**config.mk**
```make
export PLATFORM = sky130hd
export DESIGN_NAME = macroblock_tile_to_raster
export DESIGN_NICKNAME = d
export VERILOG_FILES = /design/src/hdl/mbt2r_pkg.sv /design/src/hdl/macroblock_tile_to_raster.sv
export SDC_FILE = /design/constraint.sdc
export NUM_CORES = 1
export LEC_CHECK = 0
export ABC_CLOCK_PERIOD_IN_PS = 16100
export BUFFER_PORTS_ARGS = -buffer_cell sky130_fd_sc_hd__buf_2
export CORE_MARGIN = 3
export CORE_UTILIZATION = 45
export CTS_CLUSTER_SIZE = 14
export DETAILED_ROUTE_END_ITERATION = 8
export PLACE_DENSITY_LB_ADDON = 0.15
export SLEW_MARGIN = 20
export SYNTH_ARGS = -nofsm -noshare
export SYNTH_HDL_FRONTEND = slang
export SYNTH_SLANG_ARGS = --single-unit
```
**constraint.sdc**
```tcl
create_clock -name clk -period 16.1 [get_ports clk]
set_input_delay 2.415 -clock clk [delete_from_list [all_inputs] [get_ports clk]]
set_output_delay 2.415 -clock clk [all_outputs]
set_load 0.1 [all_outputs]
```
**src/hdl/mbt2r_pkg.sv**
```systemverilog
// Shared types and constants for the macroblock tile-to-raster address generator.
// No dependencies; imported by macroblock_tile_to_raster.
`timescale 1ns / 1ps

package mbt2r_pkg;

    // Tile geometry: luma tiles are 16x16 bytes, chroma tiles carry 16 interleaved bytes a row
    localparam int TILE_SIZE      = 16;
    localparam int TILE_LOG2      = 4;
    localparam int MAX_WIDTH_DEF  = 4096;
    localparam int ROW_LIMIT      = 256;

    localparam int FRAME_DIM_W    = 13;
    localparam int LUMA_STRIDE_W  = 14;
    localparam int CHROMA_STRIDE_W = 13;
    localparam int CFG_DATA_W     = 14;
    localparam int CFG_INDEX_W    = 2;
    localparam int ADDR_W         = 25;
    localparam int LINE_W         = 12;   // tile_row * 16 + row_in_tile
    localparam int TROW_W         = 8;
    localparam int LIM_W          = 9;    // a count of up to 256 tile rows
    localparam int PROD_W         = LINE_W + LUMA_STRIDE_W;

    // Register indexes of the configuration port
    typedef enum logic [CFG_INDEX_W-1:0] {
        REG_FRAME_WIDTH   = 2'd0,
        REG_FRAME_HEIGHT  = 2'd1,
        REG_LUMA_STRIDE   = 2'd2,
        REG_CHROMA_STRIDE = 2'd3
    } cfg_reg_t;

    // Destination plane codes
    localparam logic [1:0] PLANE_LUMA = 2'd0;
    localparam logic [1:0] PLANE_U    = 2'd1;
    localparam logic [1:0] PLANE_V    = 2'd2;

    localparam logic [FRAME_DIM_W-1:0]     WIDTH_RST   = 13'd720;
    localparam logic [FRAME_DIM_W-1:0]     HEIGHT_RST  = 13'd480;
    localparam logic [LUMA_STRIDE_W-1:0]   LSTRIDE_RST = 14'd720;
    localparam logic [CHROMA_STRIDE_W-1:0] CSTRIDE_RST = 13'd360;

    typedef struct packed {
        logic [7:0] pixel_byte;
        logic       frame_start;
    } pix_req_t;

    typedef struct packed {
        logic [1:0]        plane;
        logic [ADDR_W-1:0] dest_address;
        logic [7:0]        out_byte;
        logic              frame_last;
    } res_req_t;

endpackage

```
**src/hdl/macroblock_tile_to_raster.sv**
```systemverilog
// Macroblock tile-to-raster address generator: top level.
// Depends on mbt2r_pkg (types, plane codes, register indexes).
`timescale 1ns / 1ps

// Channel  | Handshake          | Payload
// ---------+--------------------+---------------------------------------
// pix      | pix_valid/pix_stall| pix_req_t: pixel_byte, frame_start
// res      | res_valid/res_stall| res_req_t: plane, dest_address, out_byte, frame_last
// cfg      | cfg_write          | cfg_index, cfg_data (no read-back)
//
// One request per cycle while res is not stalled; an accepted request is registered in
// stage 1, then in the result register, from which it is offered on res.
// Stage 1 steps the tile position counters and latches column/line; stage 2 does the
// one line * stride multiply and the add. Reset clears the counters and valid bits and
// loads the default frame setup (720x480). A stall on res backs up through both stages;
// pix_stall rises only when both stages hold requests and res is stalled.

module macroblock_tile_to_raster #(
    parameter int MAX_WIDTH = mbt2r_pkg::MAX_WIDTH_DEF
) (
    input  logic                                  clk,
    input  logic                                  rst_n,
    input  logic                                  pix_valid,
    output logic                                  pix_stall,
    input  mbt2r_pkg::pix_req_t                   pix,
    output logic                                  res_valid,
    input  logic                                  res_stall,
    output mbt2r_pkg::res_req_t                   res,
    input  logic                                  cfg_write,
    input  logic [mbt2r_pkg::CFG_INDEX_W-1:0]     cfg_index,
    input  logic [mbt2r_pkg::CFG_DATA_W-1:0]      cfg_data
);
    import mbt2r_pkg::*;

    localparam int MAX_COLS = MAX_WIDTH / TILE_SIZE;
    localparam int COL_W    = (MAX_COLS > 1) ? $clog2(MAX_COLS) : 1;
    localparam int CNT_W    = COL_W + 1;              // holds MAX_COLS itself
    localparam int LCOL_W   = COL_W + TILE_LOG2;      // luma column width
    localparam int CW_W     = FRAME_DIM_W - TILE_LOG2; // frame_width / 16

    // ---------------- configuration registers ----------------
    logic [FRAME_DIM_W-1:0]     width_reg, height_reg;
    logic [LUMA_STRIDE_W-1:0]   lstride_reg;
    logic [CHROMA_STRIDE_W-1:0] cstride_reg;

    always_ff @(posedge clk or negedge rst_n)
    begin
        if (!rst_n)
        begin
            width_reg   <= WIDTH_RST;
            height_reg  <= HEIGHT_RST;
            lstride_reg <= LSTRIDE_RST;
            cstride_reg <= CSTRIDE_RST;
        end
        else if (cfg_write)
        begin
            unique case (cfg_reg_t'(cfg_index))
                REG_FRAME_WIDTH:   width_reg   <= cfg_data[FRAME_DIM_W-1:0];
                REG_FRAME_HEIGHT:  height_reg  <= cfg_data[FRAME_DIM_W-1:0];
                REG_LUMA_STRIDE:   lstride_reg <= cfg_data;
                REG_CHROMA_STRIDE: cstride_reg <= cfg_data[CHROMA_STRIDE_W-1:0];
                default:           ;
            endcase
        end
    end

    // ---------------- tile counts, clamped ----------------
    logic [CW_W-1:0]  cols_raw;
    logic [CNT_W-1:0] cols;
    logic [CW_W-1:0]  rows_l_raw;
    logic [CW_W-2:0]  rows_c_raw;
    logic [LIM_W-1:0] rows_l, rows_c, rows;

    assign cols_raw   = width_reg[FRAME_DIM_W-1:TILE_LOG2];
    assign rows_l_raw = height_reg[FRAME_DIM_W-1:TILE_LOG2];
    assign rows_c_raw = height_reg[FRAME_DIM_W-1:TILE_LOG2+1];

    always_comb
    begin
        if (cols_raw == '0)
            cols = CNT_W'(1);
        else if (CNT_W'(cols_raw) > CNT_W'(MAX_COLS) || (CW_W > CNT_W &&
                 (cols_raw >> CNT_W) != '0))
            cols = CNT_W'(MAX_COLS);
        else
            cols = CNT_W'(cols_raw);

        if (rows_l_raw == '0)
            rows_l = LIM_W'(1);
        else if (rows_l_raw > CW_W'(ROW_LIMIT))
            rows_l = LIM_W'(ROW_LIMIT);
        else
            rows_l = LIM_W'(rows_l_raw);

        if (rows_c_raw == '0)
            rows_c = LIM_W'(1);
        else
            rows_c = LIM_W'(rows_c_raw);  // at most 255, under the limit
    end

    // ---------------- position counters ----------------
    logic                 chroma_reg, chroma_next;
    logic [3:0]           byte_reg, byte_next;
    logic [3:0]           row_reg, row_next;
    logic [COL_W-1:0]     tcol_reg, tcol_next;
    logic [TROW_W-1:0]    trow_reg, trow_next;

    // frame_start clears the position before this byte is placed
    logic                 e_chroma;
    logic [3:0]           e_byte, e_row;
    logic [COL_W-1:0]     e_tcol;
    logic [TROW_W-1:0]    e_trow;
    logic                 wrap_byte, wrap_row, wrap_col, wrap_trow, wrap_all;
    logic                 last_c;

    assign e_chroma = pix.frame_start ? 1'b0 : chroma_reg;
    assign e_byte   = pix.frame_start ? '0   : byte_reg;
    assign e_row    = pix.frame_start ? '0   : row_reg;
    assign e_tcol   = pix.frame_start ? '0   : tcol_reg;
    assign e_trow   = pix.frame_start ? '0   : trow_reg;

    assign rows      = e_chroma ? rows_c : rows_l;
    assign wrap_byte = (e_byte == 4'(TILE_SIZE - 1));
    assign wrap_row  = (e_row == 4'(TILE_SIZE - 1));
    // at-or-beyond test covers a limit lowered mid-frame
    assign wrap_col  = (CNT_W'(e_tcol) + CNT_W'(1)) >= cols;
    assign wrap_trow = (LIM_W'(e_trow) + LIM_W'(1)) >= rows;
    assign wrap_all  = wrap_byte & wrap_row & wrap_col & wrap_trow;
    assign last_c    = wrap_all & e_chroma;

    always_comb
    begin
        byte_next   = e_byte + 4'd1;
        row_next    = e_row;
        tcol_next   = e_tcol;
        trow_next   = e_trow;
        chroma_next = e_chroma;
        if (wrap_byte)
        begin
            row_next = e_row + 4'd1;
            if (wrap_row)
            begin
                tcol_next = wrap_col ? '0 : e_tcol + COL_W'(1);
                if (wrap_col)
                begin
                    trow_next = wrap_trow ? '0 : e_trow + TROW_W'(1);
                    if (wrap_trow)
                        chroma_next = ~e_chroma;
                end
            end
        end
    end

    // ---------------- pipeline control ----------------
    logic s1_valid_reg, res_valid_reg;
    logic res_open, s1_open, pix_take;

    assign res_open  = !res_valid_reg || !res_stall;
    assign s1_open   = !s1_valid_reg || res_open;
    assign pix_stall = !s1_open;
    assign pix_take  = pix_valid && s1_open;
    assign res_valid = res_valid_reg;

    always_ff @(posedge clk or negedge rst_n)
    begin
        if (!rst_n)
        begin
            chroma_reg    <= 1'b0;
            byte_reg      <= '0;
            row_reg       <= '0;
            tcol_reg      <= '0;
            trow_reg      <= '0;
            s1_valid_reg  <= 1'b0;
            res_valid_reg <= 1'b0;
        end
        else
        begin
            if (pix_take)
            begin
                chroma_reg <= chroma_next;
                byte_reg   <= byte_next;
                row_reg    <= row_next;
                tcol_reg   <= tcol_next;
                trow_reg   <= trow_next;
            end
            if (s1_open)
                s1_valid_reg <= pix_valid;
            if (res_open)
                res_valid_reg <= s1_valid_reg;
        end
    end

    // ---------------- stage 1: column, line, plane ----------------
    logic [LCOL_W-1:0] col_c;
    logic [LINE_W-1:0] line_c;
    logic [1:0]        plane_c;

    always_comb
    begin
        line_c = {e_trow, e_row};
        if (e_chroma)
        begin
            // interleaved U/V: two bytes per chroma sample
            col_c   = LCOL_W'({e_tcol, 3'b000}) + LCOL_W'(e_byte[3:1]);
            plane_c = e_byte[0] ? PLANE_V : PLANE_U;
        end
        else
        begin
            col_c   = {e_tcol, e_byte};
            plane_c = PLANE_LUMA;
        end
    end

    logic [LCOL_W-1:0]        s1_col_reg;
    logic [LINE_W-1:0]        s1_line_reg;
    logic [LUMA_STRIDE_W-1:0] s1_stride_reg;
    logic [1:0]               s1_plane_reg;
    logic [7:0]               s1_byte_reg;
    logic                     s1_last_reg;

    always_ff @(posedge clk)
    begin
        if (pix_take)
        begin
            s1_col_reg    <= col_c;
            s1_line_reg   <= line_c;
            s1_stride_reg <= e_chroma ? LUMA_STRIDE_W'(cstride_reg) : lstride_reg;
            s1_plane_reg  <= plane_c;
            s1_byte_reg   <= pix.pixel_byte;
            s1_last_reg   <= last_c;
        end
    end

    // ---------------- stage 2: line * stride + column ----------------
    logic [PROD_W-1:0] prod_c;
    logic [PROD_W-1:0] sum_c;
    res_req_t          res_reg;

    assign prod_c = PROD_W'(s1_line_reg) * PROD_W'(s1_stride_reg);
    assign sum_c  = prod_c + PROD_W'(s1_col_reg);

    always_ff @(posedge clk)
    begin
        if (res_open && s1_valid_reg)
        begin
            res_reg.plane        <= s1_plane_reg;
            res_reg.dest_address <= sum_c[ADDR_W-1:0];
            res_reg.out_byte     <= s1_byte_reg;
            res_reg.frame_last   <= s1_last_reg;
        end
    end

    assign res = res_reg;

endmodule

```
==> run metrics <==
clock power share=0.149; FF-to-FF setup slack=10.30 ns; Post-DP HPWL=19500 um; row count=60; Area Growth Syn to Fin=10.0%; Power Density=195 nW/um^2; setup tns final=0 ns; Root Buffer=clkbuf_16; Main synth FF type=edfxtp_1; FF-to-FF Start=s1_stride_reg[5]$_DFFE_PP_; initial antenna violation count=0; Yosys warning count=0; filler cell count=2538; number of synthesized flops with an enable pin=85; Congestion Overflow GR=0; DR iter-0 viols=461; Synth Area in Compound Gates=0.0703; Seq pwr share=0.233; layout cells sized above 1=0.139; largest family of logic cells by synthesized area=adder cells; die width=174 um; Tightest Pin Transition=0.944 ns; number of global-route vias before repair=8482; fin cells=1642; Buffers on Ports=67; Hold WS=0.413 ns; drt via density=5.02; achievable frequency=172 MHz; commonest cells after routing, fill and taps aside=202 x inv_1, 163 x nand2_1, 130 x fa_1; dpl cells=1610; final period demand of the worst path=5.80 ns; P_sw=1.28 mW; Total Routed Length=25500 um; arrival time at the worst endpoint=5.95 ns; Nets=1509; Worst-path clk slew=0.07 ns; synthesized area per cell=10.5 sq um; ant diodes=0; leakage=6.54 nW; final hold viol count=0; Clock Latency Late Sink=0.43 ns; Crit Path Class=flop to flop; setup clock skew after layout=0.0181 ns; H-tree Lvls=4; first-pass GRT wire length=43300 um; # resized after CTS=0; Num CTS Buffers=17; Final setup viols=0; Setup crit end=res[33]$_DFFE_PP_; startpoint types=flop; Core Area=27300 sq um; flops & latches, synth=157; clock sink count=157; Max-Cap Viols=0; largest net degree at the start of global routing=73; worst rel slew slack=0.371; final cycle utilization of the critical path=0.360; Gate power share=0.617; crit path capture type=flop; Final ANT Viol Nets=0; most common cell after layout, fill and taps aside=inv_1; P_int=1.44 mW; Die H=174 um; Synth cell types=58; Synth Area in Adders=0.296; CP Launch Point=s1_stride_reg[5]$_DFFE_PP_; XOR/XNOR share of the synthesized area=0.0235; fin. max-slew vios=0; clk buf depth=2; starting density of the core=0.464; routed vias=8247; setup bufs post-CTS=0; RSZ-0062 raised after global routing=no; R2R depth=17; IO Pins=68; routability cong.=0.797; max reg flops=36; CTS tree=done; Syn Inst Count=1212; full die area=30200 sq um; WL/cell=15.5 um; maximum vdd drop=115 uV; Critical R2R Capture=res[33]$_DFFE_PP_; post-detailed-route DRC marker count=0; Final Total Pwr=2.72 mW; worst endpoint required time=16.25 ns; mux share of post-synthesis cell area=0.0489; Hold Crit Class=flop to flop; Seq/Total Area, Yosys=0.345; hold_buf cts=0; status=complete, no violations; Switching Fraction=0.472; Syn Nets=1464; GRT Total Usage=0.177; Cell Area, Synth=12700 sq um; Crit Path Max Fanout=12; Post-synth ARST share=0.459; DRT Pass-1 Iters=5; post-synthesis simple-gate area fraction=0.141
==> area by class of cell <==
type,count,area [sq um],area share
Clock inverter,10,87.6,0.00629
Timing Repair Buffer,72,373,0.0268
Multi-Input combinational cell,804,7360,0.528
Clock buffer,22,507,0.0364
Sequential cell,157,4370,0.314
Inverter,205,769,0.0552
Tap cell,372,465,0.0334
==> critical path: stages (launching register included) <==
cell and delay, ns:
edfxtp_1 0.60, and2_1 0.28, fa_1 0.53, inv_1 0.05, fa_1 0.50, inv_1 0.05, fa_1 0.49, inv_1 0.05
fa_1 0.46, fa_1 0.54, inv_1 0.04, ha_1 0.35, a21o_1 0.19, a31oi_1 0.20, a211o_1 0.22, a31oi_1 0.21
a221oi_1 0.60, xnor2_1 0.15
==> cell usage after synthesis (all sizes together) (18+ instances only) <==
library cell | instances | share of area
fa | 130 | 0.21
ha | 92 | 0.091
a21oi | 30 | 0.013
nand2 | 163 | 0.048
clkbuf | 41 | 0.012
nor2 | 37 | 0.011
mux2 | 47 | 0.042
and2 | 95 | 0.047
o21ai | 27 | 0.011
dfrtp | 56 | 0.11
edfxtp | 85 | 0.20
inv | 202 | 0.060
xnor2 | 18 | 0.012
==> cell families (layout without fill, tap and decap cells) <==
logic type | Yosys count | count (layout)
AND/OR/NAND/NOR | 362 | 362
multiplexers | 56 | 56
AO/OA/AOI/OAI | 130 | 130
adder cells (fa/ha/maj) | 222 | 222
buffers and inverters | 251 | 309
XOR/XNOR | 34 | 34
flip-flops | 157 | 157
==> through the flow <==
step	setup WS, ns	area [sq um]	util
final	10.30	13900	0.510
after global routing	10.0	13900	0.510
after CTS	10.30	13900	0.510
after detailed placement	9.89	13300	0.488
after global placement	9.96	13300	0.488
after floorplan	10.21	12700	-
==> power by group through the flow <==
stage / combinational [mW] / clock, mW / sequential (mW)
floorplan: 1.17 / 0 / 0.841
global placement: 1.66 / 0 / 0.642
detailed placement: 1.68 / 0 / 0.643
CTS: 1.69 / 0.415 / 0.635
global route: 1.92 / 0.432 / 0.645
finish: 1.68 / 0.406 / 0.635
==> worst min path at each step <==
stage,from,end,slack (ns),cells past startpoint
detailed placement,s1_plane_reg[0]$_SDFFCE_PN0P_,res[34]$_DFFE_PP_,0.40,0
global route,s1_byte_reg[4]$_DFFE_PP_,res[5]$_DFFE_PP_,0.43,0
finish,s1_byte_reg[1]$_DFFE_PP_,res[2]$_DFFE_PP_,0.41,0
floorplan,s1_last_reg$_DFFE_PP_,res[0]$_DFFE_PP_,0.40,0
CTS,s1_byte_reg[1]$_DFFE_PP_,res[2]$_DFFE_PP_,0.41,0
global placement,s1_byte_reg[4]$_DFFE_PP_,res[5]$_DFFE_PP_,0.40,0
==> per-layer routing <==
layer | routed length [um] | GRT usage
met4 | 261 | 0.0429
met3 | 779 | 0.0228
met2 | 12000 | 0.292
met1 | 12500 | 0.250
met5 | 0 | 0
No activity file was read; power rests on OpenSTA's default activity.
